`config.mk`:
```
export PLATFORM = sky130hd
export DESIGN_NAME = touch_plane_gesture_recognizer
export DESIGN_NICKNAME = d
export VERILOG_FILES = /design/src/sv/tpg_pkg.sv /design/src/sv/tpg_cfg.sv /design/src/sv/tpg_ctrl.sv /design/src/sv/tpg_dp.sv /design/src/sv/touch_plane_gesture_recognizer.sv
export SDC_FILE = /design/constraint.sdc
export NUM_CORES = 2
export LEC_CHECK = 0
export BUFFER_PORTS_ARGS = -buffer_cell sky130_fd_sc_hd__buf_4
export CORE_MARGIN = 2
export CORE_UTILIZATION = 30
export DETAILED_ROUTE_END_ITERATION = 16
export SETUP_SLACK_MARGIN = 0.05
export SLEW_MARGIN = 40
export SYNTH_ARGS = -nofsm -noshare
export SYNTH_HDL_FRONTEND = slang
export SYNTH_SLANG_ARGS = --single-unit
```
`constraint.sdc`:
```
create_clock -name clk_i -period 18.5 [get_ports clk_i]
set_clock_uncertainty 0.1 [all_clocks]
set_input_delay 0.925 -clock clk_i [delete_from_list [all_inputs] [get_ports clk_i]]
set_output_delay 0.925 -clock clk_i [all_outputs]
set_load 0.005 [all_outputs]
```
`src/sv/tpg_pkg.sv`:
```
// tpg_pkg: shared types and constants for the touch-plane gesture recogniser
// used by tpg_cfg, tpg_ctrl, tpg_dp and the top level

package tpg_pkg;

  // field widths
  localparam int COORD_W    = 16;
  localparam int IN_TIME_W  = 32;
  localparam int VIEW_W     = 13;
  localparam int HOVER_W    = 15;
  localparam int THR_W      = 12;
  localparam int GAP_W      = 16;
  localparam int PIX_W      = 14;
  localparam int WHEEL_W    = 16;
  localparam int KIND_W     = 3;
  localparam int IN_DATA_W  = 5 * COORD_W + IN_TIME_W;
  localparam int OUT_DATA_W = 48;
  localparam int CFG_IDX_W  = 3;
  localparam int CFG_DATA_W = 16;
  localparam int NUM_EV     = 5;

  // surface unit and pixel mapping
  localparam int UNIT_SCALE = 100;
  localparam int SCALE_W    = 7;
  localparam int PIX_BASE   = 4096;
  localparam int PIX_BIAS   = PIX_BASE * UNIT_SCALE;
  localparam int UX_MAX     = (8192 + PIX_BASE) * UNIT_SCALE - 1;
  localparam int UX_W       = 21;
  localparam int RECIP_W    = 22;
  localparam int RECIP_SH   = 28;
  localparam logic [RECIP_W-1:0] RECIP = 22'd2684355;

  // wheel division
  localparam int WHEEL_FRAC_BITS = 8;
  localparam int QBITS           = 15;
  localparam int DVS_W           = THR_W + SCALE_W;
  localparam logic [WHEEL_W-1:0] WHEEL_MAX = 16'h7fff;
  localparam logic [WHEEL_W-1:0] WHEEL_MIN = 16'h8000;

  typedef enum logic [KIND_W-1:0] {
    EV_MOVE    = 3'd0,
    EV_PRESS   = 3'd1,
    EV_RELEASE = 3'd2,
    EV_WHEEL   = 3'd3,
    EV_BACK    = 3'd4
  } ev_kind_e;

  typedef enum logic [CFG_IDX_W-1:0] {
    CFG_VIEW_WIDTH   = 3'd0,
    CFG_VIEW_HEIGHT  = 3'd1,
    CFG_HOVER_DIST   = 3'd2,
    CFG_SCROLL_THR   = 3'd3,
    CFG_PIX_PER_TICK = 3'd4,
    CFG_SWIPE_THR    = 3'd5,
    CFG_MIN_GAP      = 3'd6,
    CFG_MAX_LINK     = 3'd7
  } cfg_idx_e;

  typedef enum logic [2:0] {
    MS_NONE = 3'd0,
    MS_NX   = 3'd1,
    MS_NY   = 3'd2,
    MS_DX   = 3'd3,
    MS_DY   = 3'd4,
    MS_QX   = 3'd5,
    MS_QY   = 3'd6
  } mul_sel_e;

  typedef struct packed {
    logic [VIEW_W-1:0]  view_width;
    logic [VIEW_W-1:0]  view_height;
    logic [HOVER_W-1:0] hover_distance;
    logic [THR_W-1:0]   scroll_threshold;
    logic [THR_W-1:0]   pixels_per_wheel_tick;
    logic [THR_W-1:0]   swipe_threshold;
    logic [GAP_W-1:0]   min_swipe_gap_ms;
    logic [GAP_W-1:0]   max_link_gap_ms;
  } cfg_t;

  typedef struct packed {
    mul_sel_e mul;
    logic     prep;
    logic     div_step;
    logic     commit;
  } cmd_t;

  typedef struct packed {
    logic across;
    logic hover;
    logic wheel_hit;
    logic back;
  } status_t;

  localparam cfg_t CFG_RST = '{
    view_width:            13'd1024,
    view_height:           13'd768,
    hover_distance:        15'd7680,
    scroll_threshold:      12'd3,
    pixels_per_wheel_tick: 12'd100,
    swipe_threshold:       12'd40,
    min_swipe_gap_ms:      16'd500,
    max_link_gap_ms:       16'd1500
  };

endpackage

```
`src/sv/tpg_cfg.sv`:
```
// tpg_cfg: configuration register bank, written through a plain write port
// depends on tpg_pkg

module tpg_cfg
  import tpg_pkg::*;
(
  input  logic                  clk_i,
  input  logic                  rst_ni,
  input  logic                  we_i,
  input  logic [CFG_IDX_W-1:0]  idx_i,
  input  logic [CFG_DATA_W-1:0] wdata_i,
  output cfg_t                  cfg_o
);

  cfg_t cfg_q;

  always_ff @(posedge clk_i or negedge rst_ni) begin
    if (!rst_ni) begin
      cfg_q <= CFG_RST;
    end else if (we_i) begin
      case (cfg_idx_e'(idx_i))
        CFG_VIEW_WIDTH:   cfg_q.view_width            <= wdata_i[VIEW_W-1:0];
        CFG_VIEW_HEIGHT:  cfg_q.view_height           <= wdata_i[VIEW_W-1:0];
        CFG_HOVER_DIST:   cfg_q.hover_distance        <= wdata_i[HOVER_W-1:0];
        CFG_SCROLL_THR:   cfg_q.scroll_threshold      <= wdata_i[THR_W-1:0];
        CFG_PIX_PER_TICK: cfg_q.pixels_per_wheel_tick <= wdata_i[THR_W-1:0];
        CFG_SWIPE_THR:    cfg_q.swipe_threshold       <= wdata_i[THR_W-1:0];
        CFG_MIN_GAP:      cfg_q.min_swipe_gap_ms      <= wdata_i[GAP_W-1:0];
        CFG_MAX_LINK:     cfg_q.max_link_gap_ms       <= wdata_i[GAP_W-1:0];
        default: begin
        end
      endcase
    end
  end

  assign cfg_o = cfg_q;

endmodule

```
`src/sv/tpg_ctrl.sv`:
```
// tpg_ctrl: sequencing state machine, event selection and output handshake
// depends on tpg_pkg; drives tpg_dp through cmd_t, reads status_t

module tpg_ctrl
  import tpg_pkg::*;
(
  input  logic     clk_i,
  input  logic     rst_ni,
  input  logic     in_valid_i,
  output logic     in_ready_o,
  output logic     out_valid_o,
  input  logic     out_ready_i,
  output ev_kind_e out_kind_o,
  output logic     out_last_o,
  output cmd_t     cmd_o,
  input  status_t  status_i
);

  typedef enum logic [3:0] {
    S_IDLE, S_NX, S_NY, S_DX, S_DY, S_PREP, S_DIV, S_DECIDE, S_EMIT
  } state_e;

  localparam int CNT_W = $clog2(QBITS);

  state_e              state_q;
  logic                ready_q;
  logic                valid_q;
  ev_kind_e            kind_q;
  logic                last_q;
  cmd_t                cmd_q;
  logic [CNT_W-1:0]    cnt_q;
  logic [NUM_EV-1:0]   mask_q;
  logic                across_q;

  logic [NUM_EV-1:0]   dec_mask;
  logic [NUM_EV-1:0]   pick_src;
  logic [NUM_EV-1:0]   pick_rest;
  ev_kind_e            pick_kind;

  function automatic ev_kind_e first_ev(logic [NUM_EV-1:0] m);
    if (m[EV_PRESS]) begin
      return EV_PRESS;
    end else if (m[EV_RELEASE]) begin
      return EV_RELEASE;
    end else if (m[EV_WHEEL]) begin
      return EV_WHEEL;
    end else if (m[EV_BACK]) begin
      return EV_BACK;
    end else begin
      return EV_MOVE;
    end
  endfunction

  // events of this frame, one bit per kind
  always_comb begin
    dec_mask = '0;
    if (status_i.across) begin
      dec_mask[EV_PRESS] = !across_q;
      dec_mask[EV_WHEEL] = status_i.wheel_hit;
      dec_mask[EV_BACK]  = status_i.back;
    end else begin
      dec_mask[EV_RELEASE] = across_q;
      dec_mask[EV_MOVE]    = status_i.hover;
    end
  end

  always_comb begin
    pick_src  = (state_q == S_DECIDE) ? dec_mask : mask_q;
    pick_kind = first_ev(pick_src);
    pick_rest = pick_src & ~(NUM_EV'(1) << pick_kind);
  end

  always_ff @(posedge clk_i or negedge rst_ni) begin
    if (!rst_ni) begin
      state_q  <= S_IDLE;
      ready_q  <= 1'b1;
      valid_q  <= 1'b0;
      kind_q   <= EV_MOVE;
      last_q   <= 1'b0;
      cmd_q    <= '0;
      cnt_q    <= '0;
      mask_q   <= '0;
      across_q <= 1'b0;
    end else begin
      case (state_q)
        S_IDLE: begin
          if (in_valid_i && ready_q) begin
            ready_q   <= 1'b0;
            cmd_q.mul <= MS_NX;
            state_q   <= S_NX;
          end
        end
        S_NX: begin
          cmd_q.mul <= MS_NY;
          state_q   <= S_NY;
        end
        S_NY: begin
          cmd_q.mul <= MS_DX;
          state_q   <= S_DX;
        end
        S_DX: begin
          cmd_q.mul <= MS_DY;
          state_q   <= S_DY;
        end
        S_DY: begin
          cmd_q.mul  <= MS_NONE;
          cmd_q.prep <= 1'b1;
          state_q    <= S_PREP;
        end
        S_PREP: begin
          cmd_q.prep     <= 1'b0;
          cmd_q.div_step <= 1'b1;
          cmd_q.mul      <= MS_QX;
          cnt_q          <= '0;
          state_q        <= S_DIV;
        end
        S_DIV: begin
          cnt_q     <= cnt_q + 1'b1;
          cmd_q.mul <= (cnt_q == '0) ? MS_QY : MS_NONE;
          if (cnt_q == CNT_W'(QBITS - 1)) begin
            cmd_q.div_step <= 1'b0;
            cmd_q.commit   <= 1'b1;
            state_q        <= S_DECIDE;
          end
        end
        S_DECIDE: begin
          cmd_q.commit <= 1'b0;
          across_q     <= status_i.across;
          if (dec_mask == '0) begin
            ready_q <= 1'b1;
            state_q <= S_IDLE;
          end else begin
            valid_q <= 1'b1;
            kind_q  <= pick_kind;
            last_q  <= (pick_rest == '0);
            mask_q  <= pick_rest;
            state_q <= S_EMIT;
          end
        end
        S_EMIT: begin
          if (out_ready_i) begin
            if (mask_q == '0) begin
              valid_q <= 1'b0;
              ready_q <= 1'b1;
              state_q <= S_IDLE;
            end else begin
              kind_q <= pick_kind;
              last_q <= (pick_rest == '0);
              mask_q <= pick_rest;
            end
          end
        end
        default: begin
          state_q <= S_IDLE;
        end
      endcase
    end
  end

  assign in_ready_o  = ready_q;
  assign out_valid_o = valid_q;
  assign out_kind_o  = kind_q;
  assign out_last_o  = last_q;
  assign cmd_o       = cmd_q;

endmodule

```
`src/sv/tpg_dp.sv`:
```
// tpg_dp: frame registers, shared multiplier, wheel divider and gesture state
// depends on tpg_pkg; sequenced by tpg_ctrl

module tpg_dp
  import tpg_pkg::*;
#(
  parameter int COORD_FRAC_BITS = 8,
  parameter int TIME_BITS       = 32
) (
  input  logic                        clk_i,
  input  logic                        rst_ni,
  input  logic                        load_i,
  input  logic signed [COORD_W-1:0]   finger_x_i,
  input  logic signed [COORD_W-1:0]   finger_y_i,
  input  logic signed [COORD_W-1:0]   finger_z_i,
  input  logic signed [COORD_W-1:0]   palm_x_i,
  input  logic signed [COORD_W-1:0]   palm_y_i,
  input  logic        [IN_TIME_W-1:0] time_ms_i,
  input  cfg_t                        cfg_i,
  input  cmd_t                        cmd_i,
  output status_t                     status_o,
  output logic signed [PIX_W-1:0]     pixel_x_o,
  output logic signed [PIX_W-1:0]     pixel_y_o,
  output logic signed [WHEEL_W-1:0]   wheel_ticks_o
);

  localparam int OFF   = (UNIT_SCALE / 2) << COORD_FRAC_BITS;
  localparam int CW    = $clog2(OFF + 2 ** (COORD_W - 1)) + 1;
  localparam int MA    = (CW > UX_W + 1) ? CW : UX_W + 1;
  localparam int MB    = RECIP_W + 1;
  localparam int PW    = MA + MB;
  localparam int NW    = CW + VIEW_W + 1;
  localparam int DW    = COORD_W + VIEW_W + 2;
  localparam int AW    = DW - 1;
  localparam int TW    = THR_W + SCALE_W + COORD_FRAC_BITS;
  localparam int CMPW  = (TW > AW) ? TW : AW;
  localparam int DVW   = AW + WHEEL_FRAC_BITS - COORD_FRAC_BITS;
  localparam int SW    = (DVW > DVS_W + QBITS) ? DVW : DVS_W + QBITS;
  localparam int DSR_W = DVS_W + QBITS - 1;
  localparam int RW    = (DVW > DSR_W) ? DVW : DSR_W;

  localparam logic signed [NW-1:0] V_LO = NW'(-PIX_BIAS);
  localparam logic signed [NW-1:0] V_HI = NW'(UX_MAX - PIX_BIAS);

  // frame
  logic signed [COORD_W-1:0] fx_q, fy_q, fz_q, pxv_q, pyv_q;
  logic [TIME_BITS-1:0]      now_q;
  // gesture state
  logic signed [COORD_W-1:0] prev_x_q, prev_y_q;
  logic [TIME_BITS-1:0]      last_l_q, last_r_q;
  // work registers
  logic signed [NW-1:0]      numx_q, numy_q;
  logic signed [DW-1:0]      dx_q, dy_q;
  logic [UX_W-1:0]           ux_q, uy_q;
  logic [PIX_W-1:0]          pix_x_q, pix_y_q;
  logic                      wheel_hit_q, swipe_q, dx_neg_q, dy_neg_q, sat_q;
  logic [DVW-1:0]            rem_q;
  logic [DSR_W-1:0]          dsr_q;
  logic [QBITS-1:0]          quo_q;

  logic signed [MA-1:0]      mul_a;
  logic signed [MB-1:0]      mul_b;
  logic signed [PW-1:0]      prod;

  logic [AW-1:0]             ady, adx;
  logic [CMPW-1:0]           scroll_lim, swipe_lim;
  logic [AW+WHEEL_FRAC_BITS-1:0] ady_w;
  logic [DVW-1:0]            divd;
  logic [THR_W-1:0]          ppt_eff;
  logic [DVS_W-1:0]          dvs;
  logic                      sat;
  logic                      div_ge;
  logic [DVW-1:0]            div_sub;
  logic [TIME_BITS-1:0]      el_l, el_r;
  logic                      gap_ok_l, gap_ok_r, link_ok, across;
  logic [WHEEL_W-1:0]        wheel_mag;

  function automatic logic [UX_W-1:0] to_ux(logic signed [NW-1:0] num);
    logic signed [NW-1:0] v;
    v = num >>> COORD_FRAC_BITS;
    if (v < V_LO) begin
      v = V_LO;
    end else if (v > V_HI) begin
      v = V_HI;
    end
    return UX_W'(v - V_LO);
  endfunction

  // shared multiplier
  always_comb begin
    case (cmd_i.mul)
      MS_NX: begin
        mul_a = MA'(fx_q) + MA'(OFF);
        mul_b = MB'($signed({1'b0, cfg_i.view_width}));
      end
      MS_NY: begin
        mul_a = MA'(fy_q) + MA'(OFF);
        mul_b = MB'($signed({1'b0, cfg_i.view_height}));
      end
      MS_DX: begin
        mul_a = MA'(pxv_q) - MA'(prev_x_q);
        mul_b = MB'($signed({1'b0, cfg_i.view_width}));
      end
      MS_DY: begin
        mul_a = MA'(pyv_q) - MA'(prev_y_q);
        mul_b = MB'($signed({1'b0, cfg_i.view_height}));
      end
      MS_QX: begin
        mul_a = MA'($signed({1'b0, ux_q}));
        mul_b = MB'($signed({1'b0, RECIP}));
      end
      MS_QY: begin
        mul_a = MA'($signed({1'b0, uy_q}));
        mul_b = MB'($signed({1'b0, RECIP}));
      end
      default: begin
        mul_a = '0;
        mul_b = '0;
      end
    endcase
    prod = mul_a * mul_b;
  end

  // thresholds and divider set-up
  always_comb begin
    ady        = dy_q[DW-1] ? AW'(-dy_q) : AW'(dy_q);
    adx        = dx_q[DW-1] ? AW'(-dx_q) : AW'(dx_q);
    scroll_lim = (CMPW'(cfg_i.scroll_threshold) * CMPW'(UNIT_SCALE)) << COORD_FRAC_BITS;
    swipe_lim  = (CMPW'(cfg_i.swipe_threshold) * CMPW'(UNIT_SCALE)) << COORD_FRAC_BITS;
    ady_w      = {ady, {WHEEL_FRAC_BITS{1'b0}}};
    divd       = DVW'(ady_w >> COORD_FRAC_BITS);
    ppt_eff    = (cfg_i.pixels_per_wheel_tick == '0) ? THR_W'(1) : cfg_i.pixels_per_wheel_tick;
    dvs        = DVS_W'(ppt_eff) * DVS_W'(UNIT_SCALE);
    sat        = SW'(divd) >= (SW'(dvs) << QBITS);
    div_ge     = RW'(rem_q) >= RW'(dsr_q);
    div_sub    = DVW'(RW'(rem_q) - RW'(dsr_q));
  end

  // swipe timing
  always_comb begin
    el_l     = now_q - last_l_q;
    el_r     = now_q - last_r_q;
    gap_ok_l = el_l >= TIME_BITS'(cfg_i.min_swipe_gap_ms);
    gap_ok_r = el_r >= TIME_BITS'(cfg_i.min_swipe_gap_ms);
    link_ok  = el_l <= TIME_BITS'(cfg_i.max_link_gap_ms);
    across   = fz_q[COORD_W-1] || (fz_q == '0);
  end

  always_ff @(posedge clk_i) begin
    if (load_i) begin
      fx_q  <= finger_x_i;
      fy_q  <= finger_y_i;
      fz_q  <= finger_z_i;
      pxv_q <= palm_x_i;
      pyv_q <= palm_y_i;
      now_q <= TIME_BITS'(time_ms_i);
    end
    case (cmd_i.mul)
      MS_NX: numx_q <= prod[NW-1:0];
      MS_NY: numy_q <= prod[NW-1:0];
      MS_DX: dx_q   <= prod[DW-1:0];
      MS_DY: dy_q   <= prod[DW-1:0];
      MS_QX: pix_x_q <= PIX_W'({1'b0, prod[RECIP_SH +: PIX_W]} - (PIX_W + 1)'(PIX_BASE));
      MS_QY: pix_y_q <= PIX_W'({1'b0, prod[RECIP_SH +: PIX_W]} - (PIX_W + 1)'(PIX_BASE));
      default: begin
      end
    endcase
    if (cmd_i.prep) begin
      ux_q        <= to_ux(numx_q);
      uy_q        <= to_ux(numy_q);
      wheel_hit_q <= CMPW'(ady) >= scroll_lim;
      swipe_q     <= CMPW'(adx) >= swipe_lim;
      dx_neg_q    <= dx_q[DW-1];
      dy_neg_q    <= dy_q[DW-1];
      sat_q       <= sat;
      rem_q       <= divd;
      dsr_q       <= DSR_W'(dvs) << (QBITS - 1);
      quo_q       <= '0;
    end else if (cmd_i.div_step) begin
      if (div_ge) begin
        rem_q <= div_sub;
      end
      quo_q <= {quo_q[QBITS-2:0], div_ge};
      dsr_q <= dsr_q >> 1;
    end
  end

  always_ff @(posedge clk_i or negedge rst_ni) begin
    if (!rst_ni) begin
      prev_x_q <= '0;
      prev_y_q <= '0;
      last_l_q <= '0;
      last_r_q <= '0;
    end else if (cmd_i.commit) begin
      prev_x_q <= pxv_q;
      prev_y_q <= pyv_q;
      if (across && swipe_q) begin
        if (dx_neg_q && gap_ok_l) begin
          last_l_q <= now_q;
        end
        if (!dx_neg_q && gap_ok_r) begin
          last_r_q <= now_q;
        end
      end
    end
  end

  assign wheel_mag = {1'b0, quo_q};

  always_comb begin
    if (sat_q) begin
      wheel_ticks_o = dy_neg_q ? WHEEL_MIN : WHEEL_MAX;
    end else begin
      wheel_ticks_o = dy_neg_q ? -wheel_mag : wheel_mag;
    end
  end

  assign status_o.across    = across;
  assign status_o.hover     = $signed(fz_q) <= $signed({1'b0, cfg_i.hover_distance});
  assign status_o.wheel_hit = wheel_hit_q;
  assign status_o.back      = across && swipe_q && !dx_neg_q && gap_ok_r && link_ok;
  assign pixel_x_o          = pix_x_q;
  assign pixel_y_o          = pix_y_q;

endmodule

```
`src/sv/touch_plane_gesture_recognizer.sv`:
```
// touch_plane_gesture_recognizer: top level of the touch-plane gesture recogniser
// depends on tpg_pkg, tpg_cfg, tpg_ctrl, tpg_dp
//
// usage
// - slave stream: one tracked-hand frame per transaction on s_axis_tdata
// - master stream: zero to three pointer events per frame, kind on m_axis_tuser,
//   m_axis_tlast on the final event of the frame
// - config port: cfg_we_i writes cfg_wdata_i to register cfg_idx_i; the user
//   must do so only while idle, which the block itself does not enforce
// - a frame steps through states NX, NY, DX, DY, PREP, DIV and DECIDE before its
//   first event, or before s_axis_tready returns when it causes none; the wheel
//   divider makes one quotient bit per cycle in DIV
// - each further event is presented as soon as the previous one is taken
// - a new frame is accepted in the cycle after the last event is taken
// reset
// - clears the finger-across flag, previous palm position, swipe times
//   and the config registers to their defaults
// stall
// - a held event stays on the master stream unchanged and no new frame is
//   taken until every event of the current one has been delivered

module touch_plane_gesture_recognizer
  import tpg_pkg::*;
#(
  parameter int COORD_FRAC_BITS = 8,
  parameter int TIME_BITS       = 32
) (
  input  logic                  clk_i,
  input  logic                  rst_ni,
  input  logic                  s_axis_tvalid,
  output logic                  s_axis_tready,
  // finger_x, finger_y, finger_z, palm_x, palm_y, time_ms
  input  logic [IN_DATA_W-1:0]  s_axis_tdata,
  output logic                  m_axis_tvalid,
  input  logic                  m_axis_tready,
  // pixel_x, pixel_y, wheel_ticks, zero padding
  output logic [OUT_DATA_W-1:0] m_axis_tdata,
  // event_kind
  output logic [KIND_W-1:0]     m_axis_tuser,
  output logic                  m_axis_tlast,
  input  logic                  cfg_we_i,
  input  logic [CFG_IDX_W-1:0]  cfg_idx_i,
  input  logic [CFG_DATA_W-1:0] cfg_wdata_i
);

  cfg_t                      cfg;
  cmd_t                      cmd;
  status_t                   status;
  ev_kind_e                  out_kind;
  logic                      load;
  logic signed [PIX_W-1:0]   pix_x, pix_y;
  logic signed [WHEEL_W-1:0] wheel;
  logic                      has_pix;

  tpg_cfg u_cfg (
    .clk_i   (clk_i),
    .rst_ni  (rst_ni),
    .we_i    (cfg_we_i),
    .idx_i   (cfg_idx_i),
    .wdata_i (cfg_wdata_i),
    .cfg_o   (cfg)
  );

  tpg_ctrl u_ctrl (
    .clk_i       (clk_i),
    .rst_ni      (rst_ni),
    .in_valid_i  (s_axis_tvalid),
    .in_ready_o  (s_axis_tready),
    .out_valid_o (m_axis_tvalid),
    .out_ready_i (m_axis_tready),
    .out_kind_o  (out_kind),
    .out_last_o  (m_axis_tlast),
    .cmd_o       (cmd),
    .status_i    (status)
  );

  assign load = s_axis_tvalid && s_axis_tready;

  tpg_dp #(
    .COORD_FRAC_BITS (COORD_FRAC_BITS),
    .TIME_BITS       (TIME_BITS)
  ) u_dp (
    .clk_i         (clk_i),
    .rst_ni        (rst_ni),
    .load_i        (load),
    .finger_x_i    (s_axis_tdata[15:0]),
    .finger_y_i    (s_axis_tdata[31:16]),
    .finger_z_i    (s_axis_tdata[47:32]),
    .palm_x_i      (s_axis_tdata[63:48]),
    .palm_y_i      (s_axis_tdata[79:64]),
    .time_ms_i     (s_axis_tdata[111:80]),
    .cfg_i         (cfg),
    .cmd_i         (cmd),
    .status_o      (status),
    .pixel_x_o     (pix_x),
    .pixel_y_o     (pix_y),
    .wheel_ticks_o (wheel)
  );

  assign has_pix = (out_kind == EV_MOVE) || (out_kind == EV_PRESS) ||
                   (out_kind == EV_RELEASE);

  assign m_axis_tuser = out_kind;
  assign m_axis_tdata = {
    {(OUT_DATA_W - 2 * PIX_W - WHEEL_W){1'b0}},
    (out_kind == EV_WHEEL) ? wheel : {WHEEL_W{1'b0}},
    has_pix ? pix_y : {PIX_W{1'b0}},
    has_pix ? pix_x : {PIX_W{1'b0}}
  };

endmodule
```
==> results.cfg <==
[status]
status = finished clean

[timing]
setup_viol = 0
hold_ws_ns = 0.0133
setup_tns_ns = 0
max_freq_ghz = 0.0841
rsz0062_at_grt = no
slew_headroom_pct = 39.4
worst_pin_slew_ns = 0.909
fin_crit_ns = 11.89
final_max_slew_viol_count = 0
final.period_utilization_pct = 64.3
hold_viol = 0

[setup_path]
cp.required_ns = 18.81
worst_setup_path_start_kind = register
cp_common_cell = fa_1
rr_startpoint = u_dp.prev_x_q[0]
slowest_stage = clkinv_1
critPathMaxFanout = 22
path_class = reg -> reg
worstSetupStartpoint = u_dp.prev_x_q[0]
max_stage_delay_ns = 0.65
critPathArrivalTime_ns = 12.20
worstSetupEndpointType = register

[route]
vias_per_cell = 4.99
drtPass1Iterations = 5
drt_iter0_markers = 2572
drc = 0
wirelength_um = 140000
via_count = 37700
wl_per_cell_um = 18.5
ant_nets = 0

[cts]
insertion_delay_ns = 0.69
cts_setup_buffers = 0
cts.sinks = 604
clk_pin_slew_ns = 0.06
cts_buffer_depth = 3
numCtsBuffers = 76
holdBufCountCts = 0
cts.htree.levels = 3
root_buffer = clkbuf_16
cts_tree = done
cts-resized-gates = 0

[synth]
synth-edff-count = 342
synth_fa_ha_area_share_pct = 27.4
ys.warnings.count = 0
seq_area_frac_synth_pct = 33.0
syn_avg_cell_area_um2 = 9.87
ys_types = 86
synth_xor_area_share_pct = 3.73
synth_top_family_by_area = adder cells
syn-cell-area_um2 = 50600
synth.mux.area_fraction_pct = 4.31
netlist_instances = 5122
synth_simple_gate_area_share_pct = 11.6
synth-async-reset-ratio_pct = 38.2
ys_seq_elements = 604
synthFlopType = edfxtp_1
synth_compound_area_share_pct = 12.5

[floorplanning]
die_h_um = 415
die_width_um = 415
start_util_pct = 30.2
coreArea_um2 = 167000
num_rows = 150
io_pins = 190
die_area_um2 = 172000

[finish]
drive_gt1_share_pct = 11.9
fin_area_um2 = 57400
area_growth_pct = 13.4
final_cell_mix = inv_1, ha_1, nand2_1, edfxtp_1, fa_1
layout_commonest_cell = inv_1
final_nets = 6325

[global_route]
grt_pass1_wl_um = 218000
overflow = 0
antenna_found_initial = 10
grt_max_degree = 102
grt_pass1_vias = 37500
grt_usage_pct = 16.1

[placed_design]
io_buffer_count = 185
place_hpwl_um = 109000
place.gp.congestion = 0.909
placed_cell_area_um2 = 54700

[run]
drv_cap = 0

[min_path]
worst_hold_path_type = in -> async
-- state kept, by name, indices dropped and copies added (netlist names), 14 cells and up --
name and flops:
u_dp.ux_q 21, u_dp.dy_q 31, u_dp.prev_y_q 16, u_dp.numy_q 23
u_dp.pxv_q 16, u_dp.prev_x_q 16, u_dp.numx_q 23, u_dp.dsr_q 33
u_dp.uy_q 21, u_dp.fy_q 16, u_dp.rem_q 30, u_dp.fx_q 16
u_dp.last_l_q 32, u_dp.pixel_y_o 14, u_dp.dx_q 31, u_dp.quo_q 15
u_cfg.cfg_o 109, u_dp.last_r_q 32, u_dp.pixel_x_o 14, u_dp.pyv_q 16
u_dp.fz_q 16, u_dp.now_q 32
-- cells in the mapped netlist, types with 31 or more instances --
library cell | count | area, µm²
or3_1 | 36 | 225
mux2i_1 | 40 | 400
a21oi_1 | 210 | 1050
nand3_1 | 64 | 320
a21o_1 | 91 | 683
o21a_1 | 54 | 405
nor3_1 | 57 | 285
xnor2_1 | 132 | 1160
nand4_1 | 44 | 275
fa_1 | 338 | 6770
o31ai_1 | 33 | 248
edfxtp_1 | 342 | 10300
xor2_1 | 81 | 709
nand2b_1 | 57 | 357
o21ai_0 | 251 | 1260
dfxtp_1 | 31 | 621
nand2_1 | 429 | 1610
ha_1 | 568 | 7110
nor2_1 | 338 | 1270
clkbuf_1 | 143 | 537
and2_1 | 60 | 375
dfrtp_1 | 203 | 5080
mux2_2 | 158 | 1780
o211ai_1 | 34 | 255
inv_1 | 815 | 3060
-- final timing paths --
kind / end / slack (ns) / cells past startpoint
worst max-delay path: u_dp.pixel_y_o[13] / 6.61 / 39
worst min register to register: u_dp.prev_x_q[8] / 0.40 / 2
worst min-delay path: u_dp.last_r_q[28] / 0.01 / 1
worst max register to register: u_dp.pixel_y_o[13] / 6.61 / 39
max in group asynchronous: u_cfg.cfg_o[9] / 16.81 / 3
min in group clk_i: u_dp.fx_q[2] / 0.30 / 1
-- routing by layer --
metal | vias up | share of wire [%] | track usage [%]
li1 | 17800 | - | -
met1 | 18700 | 44 | 21.7
met2 | 945 | 47 | 26.2
met3 | 213 | 5.4 | 2.38
met4 | 0 | 3.7 | 5.94
met5 | - | 0 | 0
-- worst max-delay path, delay by kind of cell, from the launching register on --
family	cells	cell delay, ns
buffers and inverters	6	1.13
XOR/XNOR	2	0.68
flip-flops	1	0.38
AO/OA/AOI/OAI	15	3.68
AND/OR/NAND/NOR	6	1.25
adder cells (fa/ha/maj)	10	4.37
-- per-stage QoR --
step | setup slack (ns) | util [%] | instances
after floorplan | 8.66 | - | 5125
after global placement | 6.49 | 32.6 | 7400
after detailed placement | 6.34 | 32.7 | 7408
after CTS | 6.26 | 34.3 | 7548
after global routing | 5.75 | 34.3 | 7551
final | 6.61 | 34.3 | 7553
-- logic make-up after synthesis --
family | count (synthesis)
other cells | 1
fa+ha+maj | 906
compound gates | 968
mux | 198
buf+inv | 985
simple gates | 1246
xor+xnor | 214
flops | 604
-- layout make-up --
cell class	count	area, µm²
Sequential cell	604	16700
Fill cell	17000	110000
Timing Repair Buffer	247	1900
Clock inverter	49	529
Clock buffer	91	2050
Tap cell	2204	2760
Inverter	818	3070
Multi-Input combinational cell	3536	30300
Antenna cell	4	10.0
Power is not shown: default switching activity piles up to over one toggle a cycle in this logic, so the estimate is an artifact.
